<file path="src/hw/rtl/rrz_pkg.sv">
// shared types and constants of the reconnect return-to-zero block
package rrz_pkg;

    // serial divider sizes
    localparam int DIV_NW = 64;
    localparam int DIV_DW = 48;
    localparam int DIV_CW = 7;

    // serial square root sizes
    localparam int SQ_RW = 56;
    localparam int SQ_QW = 28;
    localparam int SQ_CW = 5;

    // port widths
    localparam int IN_W  = 104;
    localparam int OUT_W = 72;
    localparam int CFG_IW = 3;
    localparam int CFG_DW = 31;

    // register indexes
    localparam logic [CFG_IW-1:0] CFG_RETURN_EN  = 3'd0;
    localparam logic [CFG_IW-1:0] CFG_SETTLE_POS = 3'd1;
    localparam logic [CFG_IW-1:0] CFG_SETTLE_VEL = 3'd2;
    localparam logic [CFG_IW-1:0] CFG_MAX_VEL    = 3'd3;
    localparam logic [CFG_IW-1:0] CFG_MAX_ACC    = 3'd4;
    localparam logic [CFG_IW-1:0] CFG_PERIOD     = 3'd5;

    // register reset values
    localparam logic [30:0] RST_SETTLE_POS = 31'd1966;
    localparam logic [30:0] RST_SETTLE_VEL = 31'd13107;
    localparam logic [30:0] RST_MAX_VEL    = 31'd131072;
    localparam logic [30:0] RST_MAX_ACC    = 31'd655360;
    localparam logic [9:0]  RST_PERIOD     = 10'd10;

    // opcodes
    localparam logic [1:0] OP_UPDATE = 2'd0;
    localparam logic [1:0] OP_CANCEL = 2'd1;
    localparam logic [1:0] OP_RECONF = 2'd2;

    // stage codes
    localparam logic [1:0] STG_DISABLED = 2'd0;
    localparam logic [1:0] STG_ARMED    = 2'd1;
    localparam logic [1:0] STG_RUNNING  = 2'd2;
    localparam logic [1:0] STG_HOLDING  = 2'd3;

    // duration scale factors: 1.875 * 1000 and 5.7736 * 1000000
    localparam logic [31:0] KV_SCALE = 32'd1875;
    localparam logic [31:0] KA_SCALE = 32'd5773600;

    typedef enum logic [4:0] {
        ST_IDLE,
        ST_MUL_KV_NUM,
        ST_MUL_KV_DEN,
        ST_DIV_KV_GO,
        ST_DIV_KV_WAIT,
        ST_MUL_Q_NUM,
        ST_DIV_Q_GO,
        ST_DIV_Q_WAIT,
        ST_SQRT_GO,
        ST_SQRT_WAIT,
        ST_DIV_KA_GO,
        ST_DIV_KA_WAIT,
        ST_MUL_DUR,
        ST_SAMPLE,
        ST_DIV_T_GO,
        ST_DIV_T_WAIT,
        ST_MUL_T2,
        ST_MUL_T3,
        ST_MUL_T4,
        ST_MUL_T5,
        ST_MUL_R,
        ST_MUL_RR,
        ST_MUL_POS,
        ST_MUL_M,
        ST_DIV_V_GO,
        ST_DIV_V_WAIT,
        ST_DONE
    } state_t;

endpackage

</file>
<file path="src/hw/rtl/rrz_sqrt.sv">
// digit-serial integer square root, two radicand bits per cycle
module rrz_sqrt (
    input  logic                        clk,
    input  logic                        rst_n,
    input  logic                        start,
    input  logic [rrz_pkg::SQ_RW-1:0]   radicand,
    output logic                        done,
    output logic [rrz_pkg::SQ_QW-1:0]   root,
    output logic                        rem_nz
);
    import rrz_pkg::*;

    logic             busy_reg;
    logic             done_reg;
    logic [SQ_CW-1:0] cnt_reg;
    logic [SQ_RW-1:0] rad_reg;
    logic [SQ_QW+1:0] rem_reg;
    logic [SQ_QW-1:0] root_reg;
    logic [SQ_QW+3:0] rem_t;
    logic [SQ_QW+3:0] trial;
    logic [SQ_QW+3:0] rem_diff;
    logic             ge;

    assign rem_t    = {rem_reg, rad_reg[SQ_RW-1 -: 2]};
    assign trial    = {2'b00, root_reg, 2'b01};
    assign rem_diff = rem_t - trial;
    assign ge       = rem_t >= trial;

    always_ff @(posedge clk or negedge rst_n)
    begin
        if (!rst_n)
        begin
            busy_reg <= 1'b0;
            done_reg <= 1'b0;
            cnt_reg  <= '0;
        end
        else
        begin
            done_reg <= 1'b0;
            if (start)
            begin
                busy_reg <= 1'b1;
                cnt_reg  <= SQ_CW'(SQ_QW);
            end
            else if (busy_reg)
            begin
                cnt_reg <= cnt_reg - 1'b1;
                if (cnt_reg == SQ_CW'(1))
                begin
                    busy_reg <= 1'b0;
                    done_reg <= 1'b1;
                end
            end
        end
    end

    always_ff @(posedge clk)
    begin
        if (start)
        begin
            rad_reg  <= radicand;
            rem_reg  <= '0;
            root_reg <= '0;
        end
        else if (busy_reg)
        begin
            rad_reg  <= {rad_reg[SQ_RW-3:0], 2'b00};
            rem_reg  <= ge ? rem_diff[SQ_QW+1:0] : rem_t[SQ_QW+1:0];
            root_reg <= {root_reg[SQ_QW-2:0], ge};
        end
    end

    assign done   = done_reg;
    assign root   = root_reg;
    assign rem_nz = rem_reg != '0;

endmodule

</file>
<file path="config.mk">
export PLATFORM = sky130hd
export DESIGN_NAME = rrz_sqrt
export DESIGN_NICKNAME = d
export VERILOG_FILES = /design/src/hw/rtl/rrz_pkg.sv /design/src/hw/rtl/rrz_sqrt.sv
export SDC_FILE = /design/constraint.sdc
export NUM_CORES = 1
export LEC_CHECK = 0
export ABC_CLOCK_PERIOD_IN_PS = 3200
export BUFFER_PORTS_ARGS = -buffer_cell sky130_fd_sc_hd__buf_2
export CORE_MARGIN = 10
export CORE_UTILIZATION = 55
export CTS_BUF_LIST = sky130_fd_sc_hd__clkbuf_8
export CTS_CLUSTER_SIZE = 10
export DETAILED_ROUTE_END_ITERATION = 10
export HOLD_SLACK_MARGIN = 0.06
export PLACE_DENSITY = 0.82
export REMOVE_ABC_BUFFERS = 1
export SETUP_SLACK_MARGIN = 0.02
export SYNTH_ARGS = -nofsm -noshare
export SYNTH_HDL_FRONTEND = slang
export SYNTH_SLANG_ARGS = --single-unit
</file>
<file path="constraint.sdc">
create_clock -name clk -period 3.2 [get_ports clk]
set_input_delay 0.48 -clock clk [delete_from_list [all_inputs] [get_ports clk]]
set_output_delay 0.48 -clock clk [all_outputs]
set_load 0.005 [all_outputs]
</file>
==> After elaboration in Yosys (flattened, before gate mapping) <==
Index checks and enable logic that the tools add are counted.
{ "classes": {"muxes": 11, "n_reduce_logical": 2, "n_eq_ne": 1, "addsub": 2, "n_lt_le_gt_ge": 1} }
{ "ops": {"columns": ["op", "n"], "rows": [
  ["$mux W56", 2],
  ["$ge A32 B30 Y1", 1],
  ["$mux W30", 1],
  ["$reduce_bool A30 Y1", 1],
  ["$sub A30 B30 Y30", 1],
  ["$mux W5", 2],
  ["$mux W1", 6],
  ["$eq A5 B1 Y1 const B", 1],
  ["$sub A5 B1 Y5 const B", 1],
  ["$reduce_bool A2 Y1", 1]
]} }
{ "word_totals": {"ff_bits": 121, "elab_cells": 23, "out_inout_bits": 30, "in_bits": 59} }

==> Longest topological paths before layout <==
Gate-level depths: netlist of the first run.
{ "logic_depth": {"word_depth": 4, "ltp_mapped": 13, "mapped_depth_nobuf": 11} }

==> Worst setup path after synthesis of the first run <==
OpenSTA, ideal clock, no wires.
{ "synth_path": {"path_kind": "reg-to-reg", "from": "register root_reg[2], in the netlist root[2]", "to": "register rem_reg[9]", "setup_ns": 0.086, "period_less_slack_ns": 2.450, "required_time_ns": 3.114, "path_stages_with_launch": 13, "n_path_buf": 1, "slack_ns": 0.750, "arrival_time_ns": 2.364, "cell_sequence": "dfxtp_1 > inv_1 > ha_1 > a21o_2 > a21oi_2 > a21oi_2 > nor3_2 > nor2_2 > o2111ai_4 > nand2_4 > buf_12 > mux2i_1 > a211oi_1"} }
{ "synth_between": {"elab_chain_cells": 2, "word_cells_on_any_way": 3, "cone_classes": "add/sub: 1; order compare: 1; mux: 1"} }
{ "synth_rtl": {"columns": ["element", "line", "rtl"], "rows": [
  ["start: declaration", "rrz_sqrt.sv:18", "logic [SQ_QW-1:0] root_reg;"],
  ["start signal: assignment", "rrz_sqrt.sv:69", "root_reg <= {root_reg[SQ_QW-2:0], ge};"],
  ["$sub A30 B30 Y30 / $ge A32 B30 Y1 (equally long branches)", "rrz_sqrt.sv:26, rrz_sqrt.sv:27", null],
  ["$mux W30 *", "rrz_sqrt.sv:68", "rem_reg <= ge ? rem_diff[SQ_QW+1:0] : rem_t[SQ_QW+1:0];"],
  ["end signal: assignment", "rrz_sqrt.sv:68", null],
  ["end: declaration", "rrz_sqrt.sv:17", "logic [SQ_QW+1:0] rem_reg;"]
]} }
Every way passes the cells marked *; elsewhere a longest branch is shown, timed or not.
A chain may end at the register's enable or synchronous reset.

==> Final worst setup path of the first run <==
{ "layout_path": {"from": "register root_reg[23], in the netlist root[23]", "to": "register rem_reg[9]"} }
{ "layout_between": {"elab_chain_cells": 2} }
{ "layout_rtl": {"columns": ["element", "line", "rtl"], "rows": [
  ["$ge A32 B30 Y1", "rrz_sqrt.sv:27", "assign ge = rem_t >= trial;"],
  ["$mux W30", "rrz_sqrt.sv:68", null]
]} }
Every way passes these cells.

==> flow_summary.ini, run 1 <==
[power_and_ir_drop]
power_frac_clock_pct = 19.6
switching_power_uw = 2706
powerDensity_mw_per_mm2 = 879.4
combPwrFrac_pct = 49.7
switching_share_pct = 39.79
intPower_uw = 4094
ir_worst_vdd_mv = 0.4840
p_leak_uw = 0.003419
power_frac_seq_pct = 30.7

[worst_setup_path]
reg2reg_from = root[23]
critPathCaptureType = flop
critPathTopFamily = compound AO/OA/AOI/OAI gates
crit_chain = inv_1 > ha_1 > a21o_1 > a21o_1 > a21oi_1 > nor2_1 > o21ai_0 > and3_4 > nand2_8 > mux2i_1 > a211oi_1
slowest_delay_ns = 0.38
start_kind = flop
worst_ep_arrival_time_ns = 3.24
path_buf_inv = 1
critPathMaxFanout = 30
cp.required_ns = 3.54
crit_type = reg2reg
critPathLaunch = root[23]
crit_top_cell = a21o_1
critical_path.slowest_cell = dfxtp_1

[die]
rows = 40
design.core.area_mm2 = 0.01211
die_x_um = 131.7
die_area_mm2 = 0.01735
die_h_um = 131.7
initial_utilization_pct = 56.67
ios = 89

[final_layout]
largest_reg_flops = 56
fin_area_mm2 = 0.007732
nets = 820
mostFrequentLayoutCells = 87 x buf_2, 76 x nor2_1, 58 x dfxtp_1
drive_above_1_share_pct = 27.26
n_antenna_cell = 0
area_delta_synth_final_pct = 12.65
instances_no_fill = 909
final_common_cell = buf_2

[clock_network]
cts_buffers = 17
cts_root_buf = clkbuf_8
cts_buffer_depth = 2
cts_tree = yes
h-tree-depth = 4
insertion_delay_ns = 0.44
post_cts_buffers = 0
clock-sinks = 121
clkTransAtPathRegs_ns = 0.07

[yosys]
synth_edf_count = 56
synthArstFlopShare_pct = 5.785
netlist_area_mm2 = 0.006864
synth_cell_types = 68
ys_ff_latch = 121
syn_avg_cell_area_um2 = 10.53
synthFlopType = dfxtp_1
synth-seq-area-share_pct = 43.97
netlist_instances = 652
ys_warn_count = 0

[job]
max_cap_violations = 0

[global_routing]
grt_max_degree = 71
grt.total_usage_pct = 16.94
grt_pass1_vias = 5316
antenna_found_initial = 0
gr-total-overflow = 0
grt_pass1_wl_um = 24870

[placed_design]
placed_cells = 877
port_buffers = 88
postPlaceCellArea_mm2 = 0.007330
dp_hpwl_um = 10680
gp_congestion = 0.9500

[sta]
setup_tns_ns = 0
fin_worst_skew_ns = 0.01411
timing.hold.ws_ns = 0.3221
post-route-min-period_ns = 2.893
rsz0062_at_grt = false
max_slew.worst_pin.slew_ns = 0.7822
slew_violations = 0
relSlewSlack_pct = 47.85
fmax_mhz = 345.7
fin_crit_sh_pct = 90.40
setup_viol = 0
hold_violations = 0

[detailed_routing]
drt-total-wl_um = 14930
num_vias = 5193
antenna_left = 0
drt_iter0_drc = 435
wire_per_inst_um = 16.42
viasPerCell = 5.713
firstDrtPassIters = 5
drc = 0

[worst_hold_path]
min_path_type = in2reg
hold_path_startpoint = radicand[0]

[run_status]
status = completed
[power groups by stage]
stage	clock network, µW	logic [µW]	registers, µW
floorplan	0	2660	2040
global placement	0	3200	2100
detailed placement	0	3300	2110
CTS	1360	3320	2080
global route	1430	3690	2120
finish	1340	3380	2090
[logic make-up (layout without fill, tap and decap cells)]
| group | Yosys count | in the layout | synth area share (%) |
|---|---|---|---|
| adders and majority gates | 32 | 32 | 5.833 |
| and+or+nand+nor | 177 | 177 | 12.74 |
| AOI/OAI and AO/OA | 120 | 120 | 12.58 |
| buffers and inverters | 72 | 161 | 5.487 |
| muxes | 100 | 100 | 15.57 |
| DFF | 121 | 121 | 43.97 |
| xor gates and xnor gates | 30 | 30 | 3.828 |
[worst paths after layout]
path	to	slack [ns]	depth (start not counted)
setup reg to reg	rem_reg[9]	0.31	11
max in group asynchronous	busy_reg	2.63	2
min in group asynchronous	cnt_reg[3]	0.39	2
hold / removal	rad_reg[0]	0.32	2
hold reg to reg	rem_reg[7]	0.53	2
setup / recovery	rem_reg[9]	0.31	11
[cells in the mapped netlist (all sizes together), types with 2 or more instances]
cell     number  share of area [%]
a31oi         5               0.46
mux2i        46                6.7
a31o          3               0.38
o21bai        3               0.33
nor2b         4               0.36
xnor2        22                2.8
edfxtp       56                 24
inv          36                2.0
nand3        14                1.1
o21ai        15                1.2
nand4         6               0.55
o21a          5               0.55
clkbuf       26                2.0
nand2        31                1.8
mux2         54                8.9
nor2         77                4.2
a2111oi       2               0.26
nand2b        8               0.80
a21oi        25                1.9
a311oi       11                1.4
a211oi       20                2.2
xor2          8                1.0
nor4         10                1.1
and3          4               0.44
a211o         2               0.26
buf          10                1.5
ha           32                5.8
dfxtp        58                 17
o211ai        4               0.51
and4          2               0.29
and2          3               0.27
nor3         10               0.80
a41oi         2               0.26
o22ai         3               0.27
a21o         15                1.7
dfrtp         7                2.6
[final cells by class]
| class | count | area (µm²) |
|---|---|---|
| sequential | 121 | 3022 |
| timing repair buffer | 94 | 503.0 |
| inverter | 36 | 135.1 |
| multi-input combinational | 459 | 3478 |
| fill | 1006 | 4379 |
| tap | 168 | 210.2 |
| clock inverter | 14 | 150.1 |
| clock buffer | 17 | 234.0 |
[per-layer routing]
metal	track usage (%)	vias to the layer above	routed length, µm
li1	-	2528	-
met1	19.70	2464	6452
met2	26.93	174	6943
met3	7.279	27	1272
met4	6.799	0	258
met5	0	-	0
[per-stage QoR]
step / power (µW) / utilization (%) / worst slack (ns)
3_5_place_dp: 5408 / 60.52 / 0.2437
5_1_grt: 7245 / 63.84 / 0.1087
2_1_floorplan: 4699 / - / -0.2759
3_3_place_gp: 5298 / 60.52 / 0.3740
4_1_cts: 6765 / 63.77 / 0.2295
6_report: 6800 / 63.84 / 0.3073
[worst reg2reg max path, cell delays in order, from the launching register on]
cell	delay, ns
dfxtp_1	0.38
inv_1	0.06
ha_1	0.36
a21o_1	0.21
a21o_1	0.19
a21oi_1	0.26
nor2_1	0.09
o21ai_0	0.19
and3_4	0.37
nand2_8	0.24
mux2i_1	0.19
a211oi_1	0.27
[repair_timing]
action	CTS	global route
endpoints found under the hold margin	7	0
setup endpoints to repair	0	2
hold buffers	1	0
gates resized for setup	0	1
Power figures use the tool's default switching activity.
==> run 2, diff against run 1 <==
CORE_MARGIN = not set   (was 10)
RECOVER_POWER = 100   (was not set)
==> flow_summary.ini, run 2 (same netlist as run 1, synthesis figures left out) <==
[run_status]
status = finished, violations left
failed_checks = max-capacitance violations, max-slew violations

[power_and_ir_drop]
power_frac_seq_pct = 30.0
power_uw = 6964
ir_worst_vdd_mv = 0.5001
switching_share_pct = 38.05
switching_power_uw = 2650
combPwrFrac_pct = 48.0
intPower_uw = 4314
p_leak_uw = 0.003375
power_frac_clock_pct = 22.0
powerDensity_mw_per_mm2 = 898.6

[die]
initial_utilization_pct = 56.67
rows = 40
design.core.area_mm2 = 0.01211
die_area_mm2 = 0.01293
die_h_um = 113.7
ios = 89
die_x_um = 113.7

[final_layout]
largest_reg_flops = 56
multi_input_area_mm2 = 0.003476
n_antenna_cell = 0
area_delta_synth_final_pct = 12.91
mostFrequentLayoutCells = 77 x nor2_1, 72 x buf_2, 58 x dfxtp_1
fill_cells = 1011
drive_above_1_share_pct = 24.09
nets = 822
final_util_pct = 63.99
regArea_mm2 = 0.003018
final_common_cell = nor2_1

[detailed_routing]
drt_iter0_drc = 290
drt-total-wl_um = 14040
antenna_left = 0
num_vias = 5151
wire_per_inst_um = 15.41
drc = 0
firstDrtPassIters = 4
viasPerCell = 5.654

[clock_network]
post_cts_buffers = 0
insertion_delay_ns = 0.44
cts_buffer_depth = 2
clkTransAtPathRegs_ns = 0.07
cts_tree = yes
clock-sinks = 121
cts_root_buf = clkbuf_8
cts_buffers = 17
h-tree-depth = 4

[sta]
slew_violations = 55
max_slew.worst_pin.slew_ns = 2.006
post-route-min-period_ns = 2.981
relSlewSlack_pct = -33.71
worst_slack_ns = 0.2188
setup_viol = 0
fmax_mhz = 335.4
rsz0062_at_grt = false
fin_crit_sh_pct = 93.16
hold_violations = 0
fin_worst_skew_ns = 0.007259

[global_routing]
grt.total_usage_pct = 22.97
grt_pass1_wl_um = 23580
antenna_found_initial = 0
grt_max_degree = 56
gr-total-overflow = 0
grt_pass1_vias = 5096

[job]
max_cap_violations = 1

[placed_design]
place_ws_ns = 0.2768
dp_hpwl_um = 9929
gp_congestion = 0.9360
port_buffers = 88

[worst_setup_path]
critical_path.slowest_cell = dfxtp_1
reg2reg_slack_ns = 0.22
rr_endpoint = rem_reg[29]
path_buf_inv = 2
critPathMaxFanout = 12
critPathTopFamily = compound AO/OA/AOI/OAI gates
ff2ff_path_depth = 12
cp.required_ns = 3.39
reg2reg_from = root[0]
critPathCaptureType = flop
slowest_delay_ns = 0.42
worst_ep_arrival_time_ns = 3.17
crit_chain = inv_1 > ha_1 > and2b_1 > o21bai_1 > a21oi_2 > nor3_2 > nor2_1 > o2111ai_4 > buf_4 > a32oi_1 > mux2i_1 > a311oi_1
crit_type = reg2reg
start_kind = flop

[worst_hold_path]
hold_path_startpoint = radicand[1]
hold_path_depth = 2
hold_path_end = rad_reg[1]
min_path_type = in2reg
-- run 2: cell count changes in the layout (fill, tap and decap cells not counted), moves of 3 or more --
cell       delta
clkinv_2      -3
clkbuf_1     +18
bufinv_16     +3
buf_2        -15
-- run 2: worst max-delay path by stage --
stage                     cells after the start  startpoint     endpoint  slack (ns)
after floorplan                               1    busy_reg   rad_reg[0]       -0.28
after global placement                       11     root[0]   rem_reg[7]        0.37
after detailed placement                     11    root[23]  rem_reg[21]        0.28
after CTS                                    11    root[23]  rem_reg[18]        0.24
after global routing                         12     root[0]  rem_reg[29]        0.06
final                                        12     root[0]  rem_reg[29]        0.22
-- run 2: cell type report --
type	count	share of cell area [%]
clock inverter	14	2.664
clock buffer	17	3.019
multi-input combinational	459	44.85
sequential	121	38.94
tap	168	2.712
inverter	36	1.744
timing repair buffer	96	6.070
-- run 2: repair_timing --
item,4_1_cts,5_1_grt
hold endpoints to repair,7,0
hold buffers,1,0
resized for setup,0,1
setup endpoints to repair,0,1
-- run 2: stage by stage --
| step | setup TNS (ns) | instances | instance area [µm²] | hold slack (ns) |
|---|---|---|---|---|
| after floorplan | -15.45 | 616 | 6623 | 0.1844 |
| after global placement | 0 | 879 | 7332 | 0.3146 |
| after detailed placement | 0 | 879 | 7332 | 0.3174 |
| after CTS | 0 | 911 | 7782 | 0.3007 |
| after global routing | 0 | 911 | 7750 | 0.3044 |
| final | 0 | 911 | 7750 | 0.3229 |
-- run 2: routing by layer --
layer	track usage, %	share of wire (%)
met1	28.08	44
met2	37.40	48
met3	8.395	6.3
met4	7.982	1.6
met5	0	0
-- run 2: power groups by stage --
| stage | Combinational (µW) | Clock, µW | Sequential (µW) |
|---|---|---|---|
| after detailed placement | 3290 | 0 | 2110 |
| after CTS | 3310 | 1560 | 2080 |
| after floorplan | 2660 | 0 | 2040 |
| after global placement | 3200 | 0 | 2100 |
| after global routing | 3680 | 1620 | 2120 |
| final | 3340 | 1530 | 2090 |
