--- config.mk ---
export PLATFORM = sky130hd
export DESIGN_NAME = rrz_div
export DESIGN_NICKNAME = d
export VERILOG_FILES = /design/src/hw/rtl/rrz_pkg.sv /design/src/hw/rtl/rrz_div.sv
export SDC_FILE = /design/constraint.sdc
export NUM_CORES = 1
export LEC_CHECK = 0
export BUFFER_PORTS_ARGS = -buffer_cell sky130_fd_sc_hd__clkbuf_2
export CAP_MARGIN = 20
export CELL_PAD_IN_SITES_DETAIL_PLACEMENT = 0
export CELL_PAD_IN_SITES_GLOBAL_PLACEMENT = 1
export CORE_ASPECT_RATIO = 2
export CORE_MARGIN = 1.5
export CORE_UTILIZATION = 45
export CTS_BUF_LIST = sky130_fd_sc_hd__clkbuf_8
export DETAILED_ROUTE_END_ITERATION = 6
export PLACE_DENSITY_LB_ADDON = 0.12
export SYNTH_ARGS = -nofsm -noshare
export SYNTH_HDL_FRONTEND = slang
export SYNTH_SLANG_ARGS = --single-unit
--- constraint.sdc ---
create_clock -name clk -period 4.1 [get_ports clk]
set_input_delay 0 -clock clk [delete_from_list [all_inputs] [get_ports clk]]
set_output_delay 0 -clock clk [all_outputs]
set_load 0.01 [all_outputs]
--- src/hw/rtl/rrz_pkg.sv ---
// shared types and constants of the reconnect return-to-zero block
package rrz_pkg;

    // serial divider sizes
    localparam int DIV_NW = 64;
    localparam int DIV_DW = 48;
    localparam int DIV_CW = 7;

    // serial square root sizes
    localparam int SQ_RW = 56;
    localparam int SQ_QW = 28;
    localparam int SQ_CW = 5;

    // port widths
    localparam int IN_W  = 104;
    localparam int OUT_W = 72;
    localparam int CFG_IW = 3;
    localparam int CFG_DW = 31;

    // register indexes
    localparam logic [CFG_IW-1:0] CFG_RETURN_EN  = 3'd0;
    localparam logic [CFG_IW-1:0] CFG_SETTLE_POS = 3'd1;
    localparam logic [CFG_IW-1:0] CFG_SETTLE_VEL = 3'd2;
    localparam logic [CFG_IW-1:0] CFG_MAX_VEL    = 3'd3;
    localparam logic [CFG_IW-1:0] CFG_MAX_ACC    = 3'd4;
    localparam logic [CFG_IW-1:0] CFG_PERIOD     = 3'd5;

    // register reset values
    localparam logic [30:0] RST_SETTLE_POS = 31'd1966;
    localparam logic [30:0] RST_SETTLE_VEL = 31'd13107;
    localparam logic [30:0] RST_MAX_VEL    = 31'd131072;
    localparam logic [30:0] RST_MAX_ACC    = 31'd655360;
    localparam logic [9:0]  RST_PERIOD     = 10'd10;

    // opcodes
    localparam logic [1:0] OP_UPDATE = 2'd0;
    localparam logic [1:0] OP_CANCEL = 2'd1;
    localparam logic [1:0] OP_RECONF = 2'd2;

    // stage codes
    localparam logic [1:0] STG_DISABLED = 2'd0;
    localparam logic [1:0] STG_ARMED    = 2'd1;
    localparam logic [1:0] STG_RUNNING  = 2'd2;
    localparam logic [1:0] STG_HOLDING  = 2'd3;

    // duration scale factors: 1.875 * 1000 and 5.7736 * 1000000
    localparam logic [31:0] KV_SCALE = 32'd1875;
    localparam logic [31:0] KA_SCALE = 32'd5773600;

    typedef enum logic [4:0] {
        ST_IDLE,
        ST_MUL_KV_NUM,
        ST_MUL_KV_DEN,
        ST_DIV_KV_GO,
        ST_DIV_KV_WAIT,
        ST_MUL_Q_NUM,
        ST_DIV_Q_GO,
        ST_DIV_Q_WAIT,
        ST_SQRT_GO,
        ST_SQRT_WAIT,
        ST_DIV_KA_GO,
        ST_DIV_KA_WAIT,
        ST_MUL_DUR,
        ST_SAMPLE,
        ST_DIV_T_GO,
        ST_DIV_T_WAIT,
        ST_MUL_T2,
        ST_MUL_T3,
        ST_MUL_T4,
        ST_MUL_T5,
        ST_MUL_R,
        ST_MUL_RR,
        ST_MUL_POS,
        ST_MUL_M,
        ST_DIV_V_GO,
        ST_DIV_V_WAIT,
        ST_DONE
    } state_t;

endpackage

--- src/hw/rtl/rrz_div.sv ---
// bit-serial restoring divider, one quotient bit per cycle
module rrz_div (
    input  logic                         clk,
    input  logic                         rst_n,
    input  logic                         start,
    input  logic [rrz_pkg::DIV_NW-1:0]   num,
    input  logic [rrz_pkg::DIV_DW-1:0]   den,
    output logic                         done,
    output logic [rrz_pkg::DIV_NW-1:0]   quo,
    output logic                         rem_nz
);
    import rrz_pkg::*;

    logic              busy_reg;
    logic              done_reg;
    logic [DIV_CW-1:0] cnt_reg;
    logic [DIV_NW-1:0] quo_reg;
    logic [DIV_DW-1:0] rem_reg;
    logic [DIV_DW-1:0] den_reg;
    logic [DIV_DW:0]   rem_sh;
    logic [DIV_DW:0]   rem_diff;
    logic              ge;

    assign rem_sh   = {rem_reg, quo_reg[DIV_NW-1]};
    assign rem_diff = rem_sh - {1'b0, den_reg};
    assign ge       = rem_sh >= {1'b0, den_reg};

    always_ff @(posedge clk or negedge rst_n)
    begin
        if (!rst_n)
        begin
            busy_reg <= 1'b0;
            done_reg <= 1'b0;
            cnt_reg  <= '0;
        end
        else
        begin
            done_reg <= 1'b0;
            if (start)
            begin
                busy_reg <= 1'b1;
                cnt_reg  <= DIV_CW'(DIV_NW);
            end
            else if (busy_reg)
            begin
                cnt_reg <= cnt_reg - 1'b1;
                if (cnt_reg == DIV_CW'(1))
                begin
                    busy_reg <= 1'b0;
                    done_reg <= 1'b1;
                end
            end
        end
    end

    always_ff @(posedge clk)
    begin
        if (start)
        begin
            quo_reg <= num;
            rem_reg <= '0;
            den_reg <= den;
        end
        else if (busy_reg)
        begin
            quo_reg <= {quo_reg[DIV_NW-2:0], ge};
            rem_reg <= ge ? rem_diff[DIV_DW-1:0] : rem_sh[DIV_DW-1:0];
        end
    end

    assign done   = done_reg;
    assign quo    = quo_reg;
    assign rem_nz = rem_reg != '0;

endmodule

-- Word-level counts from Yosys, hierarchy flattened
Cells that the tools add are included.
- $add $sub $neg: 2
- $mul: 0
- divide/modulo/power cells: 0
- order comparisons: 1
- equality and inequality tests: 1
- shift-type cells: 0
- multiplexer cells: 11
- bitwise operators: 0
- reduce and logical (&&, ||, !) cells: 2
- operators with widths (cell ; count):
    64-bit two-way mux ; 2
    49-bit by 48-bit >= comparator with 1-bit output ; 1
    48-bit two-way mux ; 1
    48-bit nonzero test ; 1
    48-bit subtractor ; 1
    7-bit two-way mux ; 2
    7-bit by 1-bit equality test with 1-bit output, second input constant ; 1
    7-bit by 1-bit subtractor with 7-bit output, second input constant ; 1
    1-bit two-way mux ; 6
    2-bit nonzero test ; 1
- flip-flop bits (word level): 169
- latch bits: 0
- RAM bits: 0
- ROM bits: 0
- input port bits: 115
- output and inout bits: 66
- memories kept: 0

-- Depth between registers and ports, before layout
Gate-level depths: netlist of run 1.
- depth after elaboration: 4
- mapped depth: 15
- gate-level depth less buffers: 13

-- Worst setup path before layout of run 1
No wires, ideal clock.
- path kind: reg2reg
- from: reg quo_reg[63] (netlist: quo[63])
- to: reg rem_reg[46]
- setup time: 86 ps
- arrival: 2858 ps
- setup slack: 1156 ps
- stages on the path, launching flop included: 14
- buffers on the path: 0
- clock period less this slack: 2944 ps
- cell sequence: edfxtp_1 -> inv_1 -> ha_1 -> fa_1 -> and2b_1 -> o211ai_1 -> a31oi_1 -> a211oi_1 -> o31ai_1 -> a21oi_1 -> o31ai_1 -> a211o_1 -> a21oi_1 -> a211oi_1
- longest elaborated chain between the ends: 2
- ends and longest elaborated chain (item ; RTL line ; text):
    from (decl) ; rrz_div.sv:17 ; logic [DIV_NW-1:0] quo_reg;
    from (signal assigned) ; rrz_div.sv:60 ; quo_reg <= num;
    from (signal assigned) ; rrz_div.sv:66 ; quo_reg <= {quo_reg[DIV_NW-2:0], ge};
    48-bit subtractor or 49-bit by 48-bit >= comparator with 1-bit output (tied branches) ; rrz_div.sv:25, rrz_div.sv:26 ;
    48-bit two-way mux * ; rrz_div.sv:67 ; rem_reg <= ge ? rem_diff[DIV_DW-1:0] : rem_sh[DIV_DW-1:0];
    to (signal assigned) ; rrz_div.sv:67 ;
    to (decl) ; rrz_div.sv:18 ; logic [DIV_DW-1:0] rem_reg;
Mark *: on every way between the ends. The rest lies on a longest branch, timed or not.
A chain may end at the register's enable or synchronous reset.

-- Final worst setup path of run 1
Same ends and word-level chain as after synthesis.

==> results.txt, run 1 <==
Tmin final: 3.69 ns
TritonCTS Buffers: 17
Final Hold Viols: 0
max-cap violations: 0
total track usage: 0.247
Post-synth EDFFs: 112
Routed Antenna Nets: 0
# IOs: 181
RSZ-0062 raised after global routing: no
share of layout cells above drive strength 1: 0.239
Site Rows: 75
drt total wl: 26.7 mm
Vias/cell: 5.45
Max Clk Rate: 271 MHz
Slew headroom: 0.407
Clk Latency, worst-skew pair: 0.50 ns
CTS tree: built
Top delay family on crit path: compound AO/OA/AOI/OAI gates
clk root buf: clkbuf_8
port bufs: 180
setup TNS: 0 ns
Crit Path Category: reg2reg
Power Total: 0.00446 W
Starting Density: 0.460
crit path max fanout: 3
Fillers: 1869
DRC errors left: 0
Yosys cell types: 70
worst slack, placed: 0.464 ns
cell count after synthesis: 944
Final GP Congestion: 0.855
clock buffer depth: 2
async set-reset flop share out of synthesis: 0.0533
Pre-antenna DRT Iters: 4
Die W: 107 µm
layout net count: 1383
CP Capture Type: flip-flop
syn_area_per_cell: 10.3 µm²
worst endpoint data arrival time: 4.10 ns
Area growth syn-to-layout: 26.8%
Largest register FFs: 64
pin count of the biggest net entering global routing: 98
CP cell instances: inv_1 -> ha_1 -> fa_1 -> and2b_1 -> o211ai_1 -> a31oi_1 -> a211oi_1 -> o31ai_1 -> a21oi_1 -> o31ai_1 -> a211o_1 -> a21oi_1 -> a211oi_1
Syn Nets: 1110
n_diodes: 0
setup ws final: 0.411 ns
Detailed Place HPWL: 19.0 mm
element type at the critical path start: flip-flop
Worst-Margin Slew: 0.889 ns
initial antenna violation count: 0
register bit total from synthesis: 169
status: finished, final reports clean
Synth warnings: 0
drt wl/cell: 17.8 µm
first-pass GRT wire length: 42.7 mm
core area: 0.0211 mm²
First DRT Iteration DRCs: 419
max-slew violation count: 0
Worst Hold Class: in2reg
Die Footprint: 0.0225 mm²
die height: 211 µm
hold_ws: 0.0511 ns
grt total ovfl: 0
post-synthesis cell area: 0.00971 mm²
slowest CP cell: o31ai_1
Setup violations, final: 0
post-synth top area share: 0.346
Lkg Pwr: 5.31 nW
Worst-path clk slew: 0.09 ns
Crit path largest cell delay: 0.57 ns
post-synth top area cell: edfxtp_1
P per Cell Area: 362 mW/mm²
Clock Sink Count: 169
Vias: 8165
commonest register cell after synthesis: edfxtp_1
post-synthesis sequential area ratio: 0.468
clock skew: 0.0160 ns
CP required: 4.51 ns
vias in the first global route: 8568
VDD IR max: 0.338 mV
Critical path buffers and inverters: 1
Tcrit/Tclk final: 0.900
H-tree Lvls: 4
top cells by area, synth: edfxtp_1 35%, dfxtp_1 9.9%, mux2_2 7.5%
path summary, 6_finish.rpt:
| path | startpoint | end | slack (ns) | depth (start not counted) |
|---|---|---|---|---|
| max in group asynchronous | rst_n | busy_reg | 3.27 | 3 |
| min in group asynchronous | rst_n | cnt_reg[2] | 0.51 | 3 |
| max reg2reg | quo[63] | rem_reg[46] | 0.41 | 13 |
| max | quo[63] | rem_reg[46] | 0.41 | 13 |
| min | start | cnt_reg[4] | 0.05 | 2 |
| min reg2reg | rem_reg[12] | rem_reg[12] | 0.51 | 2 |
per-stage QoR:
stage          instance area (µm²)   util  instances
2_1_floorplan                 9710      -        944
3_3_place_gp                 10800  0.511       1353
4_1_cts                      12300  0.583       1499
3_5_place_dp                 10800  0.511       1353
6_report                     12300  0.583       1499
5_1_grt                      12300  0.583       1499
worst reg2reg max path, stage by stage, from the launching register on:
cell and delay [ns]:
edfxtp_1 0.38, inv_1 0.06, ha_1 0.22, fa_1 0.39
and2b_1 0.26, o211ai_1 0.11, a31oi_1 0.30, a211oi_1 0.16
o31ai_1 0.53, a21oi_1 0.20, o31ai_1 0.57, a211o_1 0.21
a21oi_1 0.06, a211oi_1 0.16
synth_stat cells (all sizes together), types with 9 or more instances:
| cell | n |
|---|---|
| a311oi | 20 |
| xor2 | 20 |
| o21a | 10 |
| nand4 | 15 |
| dfxtp | 48 |
| o211ai | 11 |
| nor4 | 12 |
| nand2 | 97 |
| nand3 | 13 |
| a21o | 23 |
| dfrtp | 9 |
| o21bai | 11 |
| inv | 61 |
| nor2 | 63 |
| a21oi | 73 |
| edfxtp | 112 |
| mux2 | 65 |
| o21ai | 43 |
| a211oi | 9 |
| ha | 50 |
| buf | 15 |
| nand2b | 10 |
| xnor2 | 25 |
| clkbuf | 31 |
report_power, final:
group	switching [W]	total, W	internal (W)	leakage [nW]
logic	0.000580	0.00108	0.000500	3.46
registers	0.000127	0.00215	0.00203	1.65
clock network	0.000633	0.00123	0.000592	0.205
total	0.00134	0.00446	0.00312	5.31
cell type report:
cell class | instances | area, µm² | area share
Clock inverter | 15 | 163 | 0.0132
Tap cell | 269 | 337 | 0.0273
Clock buffer | 17 | 234 | 0.0190
Multi-Input combinational cell | 668 | 4700 | 0.382
Timing Repair Buffer | 300 | 2110 | 0.171
Sequential cell | 169 | 4550 | 0.369
Inverter | 61 | 229 | 0.0186
cells in the final DEF, fill, tap and decap left out, types with 6 or more instances in the layout:
master	Yosys	final
edfxtp_1	112	112
dfrtp_1	9	8
o21a_1	10	10
ha_1	50	50
dfxtp_1	48	48
nand3_1	13	13
mux2_2	65	65
nor2_1	63	62
inv_1	61	64
a21oi_1	72	72
nor4_1	12	12
nand2_1	97	97
clkbuf_8	0	17
clkbuf_2	0	179
xor2_1	20	20
xnor2_1	25	25
o31ai_1	7	7
nor2b_1	8	8
mux2i_1	6	6
dlygate4sd3_1	0	114
a311oi_1	15	15
nand2b_1	10	10
nand4_1	15	15
o21bai_1	11	11
and2_1	7	7
a21o_1	23	23
o211ai_1	10	10
a32oi_1	6	6
a211oi_1	9	9
nor3_1	8	8
o21ai_0	42	42
and3_1	8	8
routing by layer:
| metal | vias up | wire length [µm] | track usage |
|---|---|---|---|
| met1 | 3909 | 9760 | 0.242 |
| li1 | 4017 | - | - |
| met2 | 192 | 14900 | 0.479 |
| met4 | 0 | 980 | 0.106 |
| met3 | 47 | 1090 | 0.0580 |
| met5 | - | 0 | 0 |
cells by family (layout without fill, tap and decap cells):
group	Yosys count	after routing	share of synthesized area
xor gates and xnor gates	45	45	0.0406
adders and majority gates	51	51	0.0665
muxes	71	71	0.0815
buffers and inverters	107	393	0.0486
AOI/OAI and AO/OA	246	246	0.172
and+or+nand+nor	255	255	0.123
DFF	169	169	0.468
repair_timing:
| item | in CTS | in global routing |
|---|---|---|
| hold buffers | 114 | 0 |
| resized for setup | 0 | 0 |
| setup buffers | 0 | 0 |
| hold endpoints to repair | 121 | 0 |
Power figures use the tool's default switching activity.
==> run 2, diff against run 1 <==
GPL_TIMING_DRIVEN = 0   (was default)
==> results.txt, run 2 (synthesized netlist as in run 1, its figures left out) <==
layout net count: 1425 (was 1383)
# IOs: 181 (unchanged)
Clock Sink Count: 169 (unchanged)
Crit path largest cell delay: 0.58 ns (was 0.57 ns)
area of the multi-input gates: 0.00470 mm² (about the same)
port bufs: 180 (unchanged)
crit path max fanout: 3 (unchanged)
CTS tree: built (unchanged)
Die W: 107 µm (unchanged)
Slew headroom: 0.443 (was 0.407)
CP endpoint: rem_reg[46] (unchanged)
element type at the critical path start: flip-flop (unchanged)
TritonCTS Buffers: 17 (unchanged)
first-pass GRT wire length: 46.5 mm (was 42.7 mm)
clock share of power: 0.271 (was 0.275)
Switching Fraction: 0.307 (was 0.301)
share of layout cells above drive strength 1: 0.239 (about the same)
worst slack, placed: 0.158 ns (was 0.464 ns)
Worst Hold Class: in2reg (unchanged)
DRC errors left: 0 (unchanged)
vias in the first global route: 8903 (was 8568)
clk root buf: clkbuf_8 (unchanged)
pin count of the biggest net entering global routing: 45 (was 98)
Die Footprint: 0.0225 mm² (unchanged)
final non-filler cell total: 1541 (was 1499)
die height: 211 µm (unchanged)
VDD IR max: 0.282 mV (was 0.338 mV)
Worst-path clk slew: 0.09 ns (about the same)
Pre-antenna DRT Iters: 5 (was 4)
core area: 0.0211 mm² (unchanged)
max-slew violation count: 0 (unchanged)
Final GP Congestion: 0.914 (was 0.855)
reg-to-reg endpoint: rem_reg[46] (unchanged)
Routed Antenna Nets: 0 (unchanged)
P_int: 0.00309 W (was 0.00312 W)
Site Rows: 75 (unchanged)
Fillers: 1921 (was 1869)
R2R Setup Slk: 0.31 ns (was 0.41 ns)
Psw: 0.00137 W (was 0.00134 W)
max-cap violations: 0 (unchanged)
worst endpoint data arrival time: 4.20 ns (was 4.10 ns)
grt total ovfl: 0 (unchanged)
sequential share of power: 0.482 (was 0.483)
Max Clk Rate: 264 MHz (was 271 MHz)
initial antenna violation count: 0 (unchanged)
Reg area: 0.00455 mm² (about the same)
Reg2Reg Depth: 13 (unchanged)
Vias: 8458 (was 8165)
drt wl/cell: 19.0 µm (was 17.8 µm)
Largest register FFs: 64 (unchanged)
CP cell instances: inv_1 -> ha_1 -> fa_1 -> and2b_1 -> o211ai_1 -> a31oi_1 -> a211oi_1 -> o31ai_1 -> a21oi_1 -> o31ai_2 -> a211o_1 -> a21oi_1 -> a211oi_1 (was inv_1 -> ha_1 -> fa_1 -> and2b_1 -> o211ai_1 -> a31oi_1 -> a211oi_1 -> o31ai_1 -> a21oi_1 -> o31ai_1 -> a211o_1 -> a21oi_1 -> a211oi_1)
clock buffer depth: 2 (unchanged)
commonest non-fill, non-tap cell in the layout: clkbuf_2 (unchanged)
First DRT Iteration DRCs: 406 (was 419)
total track usage: 0.272 (was 0.247)
Clk Latency, worst-skew pair: 0.50 ns (about the same)
RSZ-0062 raised after global routing: no (unchanged)
slowest CP cell: o31ai_1 (unchanged)
CP required: 4.51 ns (about the same)
Vias/cell: 5.49 (was 5.45)
Setup violations, final: 0 (unchanged)
CP startpoint: quo[63] (unchanged)
Starting Density: 0.460 (unchanged)
Logic pwr share: 0.247 (was 0.242)
Worst-Margin Slew: 0.828 ns (was 0.889 ns)
status: finished, final reports clean (unchanged)
drt total wl: 29.2 mm (was 26.7 mm)
H-tree Lvls: 4 (unchanged)
CP Capture Type: flip-flop (unchanged)
commonest cells after routing, fill and taps aside: 180 x clkbuf_2, 114 x dlygate4sd3_1, 112 x edfxtp_1 (was 179 x clkbuf_2, 114 x dlygate4sd3_1, 112 x edfxtp_1)
clock skew: 0.0112 ns (was 0.0160 ns)
R2R Path Start: quo[63] (unchanged)
Crit Path Category: reg2reg (unchanged)
Final Hold Viols: 0 (unchanged)
dpl cells: 1395 (was 1353)
n_diodes: 0 (unchanged)
P per Cell Area: 356 mW/mm² (was 362 mW/mm²)
Detailed Place HPWL: 21.7 mm (was 19.0 mm)
Tcrit/Tclk final: 0.924 (was 0.900)
Area growth syn-to-layout: 29.0% (was 26.8%)
Lkg Pwr: 5.40 nW (was 5.31 nW)
setup ws final: 0.311 ns (was 0.411 ns)
Tmin final: 3.79 ns (was 3.69 ns)
[run 2: final cells by class]
class / count / share of cell area
plain buffers: 46 / 0.0194
clock buffers: 19 / 0.0209
clock inverters: 13 / 0.0104
inverters: 61 / 0.0183
multi-input cells: 668 / 0.375
flip-flops and latches: 169 / 0.363
well taps: 269 / 0.0269
repair buffers: 296 / 0.166
[run 2: power by group through the flow]
stage	combinational (W)	sequential (W)	clock (W)
3_3_place_gp	0.000994	0.00219	0
2_1_floorplan	0.000610	0.00220	0
5_1_grt	0.00121	0.00218	0.00130
4_1_cts	0.00110	0.00215	0.00124
6_report	0.00110	0.00215	0.00121
3_5_place_dp	0.00101	0.00218	0
[run 2: per-stage QoR]
step	hold WS (ns)	instance area [µm²]	util	setup TNS [ns]	power (W)
floorplan	-0.296	9710	-	0	0.00281
global placement	-0.131	11000	0.519	-1.86	0.00318
detailed placement	-0.124	11000	0.521	0	0.00319
CTS	0.174	12500	0.593	0	0.00449
global route	0.181	12500	0.593	0	0.00469
finish	0.208	12500	0.593	0	0.00446
[run 2: worst min-delay path by stage]
stage	end	depth (start not counted)	slack, ns	from
after floorplan	busy_reg	0	-0.30	rst_n
after global placement	cnt_reg[4]	1	-0.13	rst_n
after detailed placement	cnt_reg[4]	1	-0.12	rst_n
after CTS	den_reg[2]	2	0.17	den[2]
after global routing	den_reg[39]	2	0.18	den[39]
final	den_reg[39]	2	0.21	den[39]
[run 2: what timing repair did]
action,4_1_cts,5_1_grt
resized for setup,0,1
hold buffers,114,0
endpoints found under the setup margin,0,1
setup buffers,0,0
endpoints found under the hold margin,121,0
[run 2: layer usage]
| metal | vias up | global-route usage | share of wire |
|---|---|---|---|
| met5 | - | 0 | 0 |
| met4 | 0 | 0.140 | 0.045 |
| met2 | 246 | 0.522 | 0.56 |
| met1 | 4020 | 0.267 | 0.35 |
| li1 | 4110 | - | - |
| met3 | 82 | 0.0574 | 0.045 |
[run 2: worst max-delay path: cells and delay by family, from the launching register on]
kind | cells | cell delay, ns
buffers and inverters | 1 | 0.07
adders and majority gates | 2 | 0.61
AOI/OAI and AO/OA | 9 | 2.34
DFF | 1 | 0.46
and+or+nand+nor | 1 | 0.24
==> run 3, diff against run 2 <==
--- a/config.mk
+++ b/config.mk
@@ -12,9 +12,9 @@
 export CORE_ASPECT_RATIO = 2
 export CORE_MARGIN = 1.5
-export CORE_UTILIZATION = 45
+export CORE_UTILIZATION = 41
 export CTS_BUF_LIST = sky130_fd_sc_hd__clkbuf_8
 export DETAILED_ROUTE_END_ITERATION = 6
 export GPL_TIMING_DRIVEN = 0
-export PLACE_DENSITY_LB_ADDON = 0.12
+export PLACE_DENSITY_LB_ADDON = 0.1
 export SYNTH_ARGS = -nofsm -noshare
 export SYNTH_HDL_FRONTEND = slang
==> constraint.sdc (replaced) <==
create_clock -name clk -period 3.2 [get_ports clk]
set_input_delay 0 -clock clk [delete_from_list [all_inputs] [get_ports clk]]
set_output_delay 0 -clock clk [all_outputs]
set_load 0.1 [all_outputs]
==> results.txt, run 3 (synthesized netlist as in run 1, its figures left out) <==
layout net count: 1432 (was 1425)
Die Footprint: 0.0247 mm² (was 0.0225 mm²)
n_diodes: 0 (unchanged)
Power Total: 0.00688 W (was 0.00446 W)
die height: 221 µm (was 211 µm)
Detailed Place HPWL: 22.4 mm (was 21.7 mm)
Starting Density: 0.418 (was 0.460)
H-tree Lvls: 4 (unchanged)
Area growth syn-to-layout: 34.4% (was 29.0%)
share of layout cells above drive strength 1: 0.290 (was 0.239)
max-slew violation count: 0 (unchanged)
Setup violations, final: 0 (unchanged)
Crit Path Category: reg2reg (unchanged)
clock skew: 0.0150 ns (was 0.0112 ns)
Routed Antenna Nets: 0 (unchanged)
Slew headroom: 0.364 (was 0.443)
Fillers: 2121 (was 1921)
worst endpoint data arrival time: 3.45 ns (was 4.20 ns)
first-pass GRT wire length: 46.9 mm (was 46.5 mm)
Vias: 8533 (was 8458)
Worst-path clk slew: 0.09 ns (about the same)
element type at the critical path start: flip-flop (unchanged)
commonest cells after routing, fill and taps aside: 180 x clkbuf_2, 114 x dlygate4sd3_1, 112 x edfxtp_1 (unchanged)
Worst Hold Class: in2reg (unchanged)
VDD IR max: 0.609 mV (was 0.282 mV)
Die W: 112 µm (was 107 µm)
Lkg Pwr: 5.55 nW (was 5.40 nW)
Tmin final: 3.11 ns (was 3.79 ns)
pin count of the biggest net entering global routing: 44 (was 45)
Pre-antenna DRT Iters: 5 (unchanged)
Max Clk Rate: 322 MHz (was 264 MHz)
commonest non-fill, non-tap cell in the layout: clkbuf_2 (unchanged)
setup TNS: 0 ns (unchanged)
crit path max fanout: 3 (unchanged)
Reg area: 0.00455 mm² (about the same)
area of the multi-input gates: 0.00499 mm² (was 0.00470 mm²)
drt total wl: 30.6 mm (was 29.2 mm)
DRC errors left: 0 (unchanged)
core area: 0.0232 mm² (was 0.0211 mm²)
Vias/cell: 5.46 (was 5.49)
grt total ovfl: 0 (unchanged)
First DRT Iteration DRCs: 332 (was 406)
clk root buf: clkbuf_8 (unchanged)
TritonCTS Buffers: 17 (unchanged)
initial antenna violation count: 0 (unchanged)
P per Cell Area: 527 mW/mm² (was 356 mW/mm²)
vias in the first global route: 8870 (was 8903)
total track usage: 0.249 (was 0.272)
# IOs: 181 (unchanged)
Tcrit/Tclk final: 0.971 (was 0.924)
Largest register FFs: 64 (unchanged)
status: finished, final reports clean (unchanged)
R2R Setup Slk: 0.09 ns (was 0.31 ns)
Clock Sink Count: 169 (unchanged)
clock buffer depth: 2 (unchanged)
Site Rows: 79 (was 75)
Worst-Margin Slew: 0.945 ns (was 0.828 ns)
Clk Latency, worst-skew pair: 0.50 ns (about the same)
Final Hold Viols: 0 (unchanged)
Final GP Congestion: 0.891 (was 0.914)
port bufs: 180 (unchanged)
CTS tree: built (unchanged)
CP required: 3.55 ns (was 4.51 ns)
drt wl/cell: 19.6 µm (was 19.0 µm)
CP Capture Type: flip-flop (unchanged)
max-cap violations: 0 (unchanged)
-- run 3: cell types whose count changed in the layout (fill, tap and decap cells not counted), moves of 3 or more --
| cell | previous run | this run |
|---|---|---|
| nor2_2 | 0 | 3 |
| ha_2 | 0 | 9 |
| ha_1 | 50 | 39 |
| clkbuf_1 | 31 | 19 |
| a21oi_4 | 0 | 3 |
| nor2b_1 | 8 | 5 |
| nor2_1 | 63 | 59 |
| a21oi_1 | 72 | 68 |
| buf_4 | 4 | 16 |
| inv_1 | 62 | 59 |
| o21ai_0 | 42 | 39 |
-- run 3: through the flow --
| stage | instance area [µm²] | setup slack [ns] | std cells | hold slack, ns | utilization |
|---|---|---|---|---|---|
| finish | 13100 | 0.0939 | 1562 | 0.207 | 0.562 |
| global route | 13100 | -0.0440 | 1562 | 0.189 | 0.562 |
| CTS | 12700 | 0.00440 | 1558 | 0.170 | 0.549 |
| detailed placement | 11000 | -0.473 | 1409 | -0.115 | 0.474 |
| global placement | 11000 | -1.01 | 1407 | -0.130 | 0.473 |
| floorplan | 9720 | -0.238 | 944 | -0.296 | - |
-- run 3: worst max-delay path: stages (launching register included) --
cell      delay (ns)
edfxtp_1        0.39
inv_1           0.06
ha_2            0.19
fa_2            0.34
and2b_1         0.24
o211ai_1        0.09
buf_4           0.16
a31oi_4         0.21
a211oi_4        0.12
o31ai_2         0.23
buf_4           0.18
a21oi_4         0.08
o31ai_4         0.31
nand3_1         0.12
a21oi_1         0.17
a211oi_1        0.06
-- run 3: power by group --
part | switching (W) | internal [W]
combinational | 0.00168 | 0.000685
clock | 0.000848 | 0.000909
sequential | 0.000165 | 0.00260
total | 0.00269 | 0.00419
-- run 3: timing repair --
action	in CTS	in global routing
gates resized for setup	25	49
pin swaps	6	20
hold buffers	114	0
cloned	0	3
buffers inserted	4	12
setup endpoints to repair	35	48
endpoints found under the hold margin	121	0
-- run 3: final cells by class --
type / count / area share
multi-input combinational: 668 / 0.382
timing repair buffer: 315 / 0.173
sequential: 169 / 0.349
tap: 283 / 0.0271
inverter: 61 / 0.0175
clock inverter: 12 / 0.0132
buffer: 34 / 0.0170
clock buffer: 20 / 0.0211
-- run 3: final timing paths --
path                                  start          end  cells past startpoint
worst max-delay path                quo[63]  rem_reg[46]                     15
worst min-delay path                  start   den_reg[6]                      1
worst max register to register      quo[63]  rem_reg[46]                     15
worst min register to register  rem_reg[30]  rem_reg[31]                      2
max in group asynchronous             rst_n     busy_reg                      3
min in group asynchronous             rst_n   cnt_reg[0]                      3
-- run 3: metal layers --
layer	vias to the layer above	wire, µm	track usage
met3	73	1300	0.0474
met1	4065	10700	0.246
met4	0	1600	0.133
met5	-	0	0
li1	4122	-	-
met2	273	16900	0.483
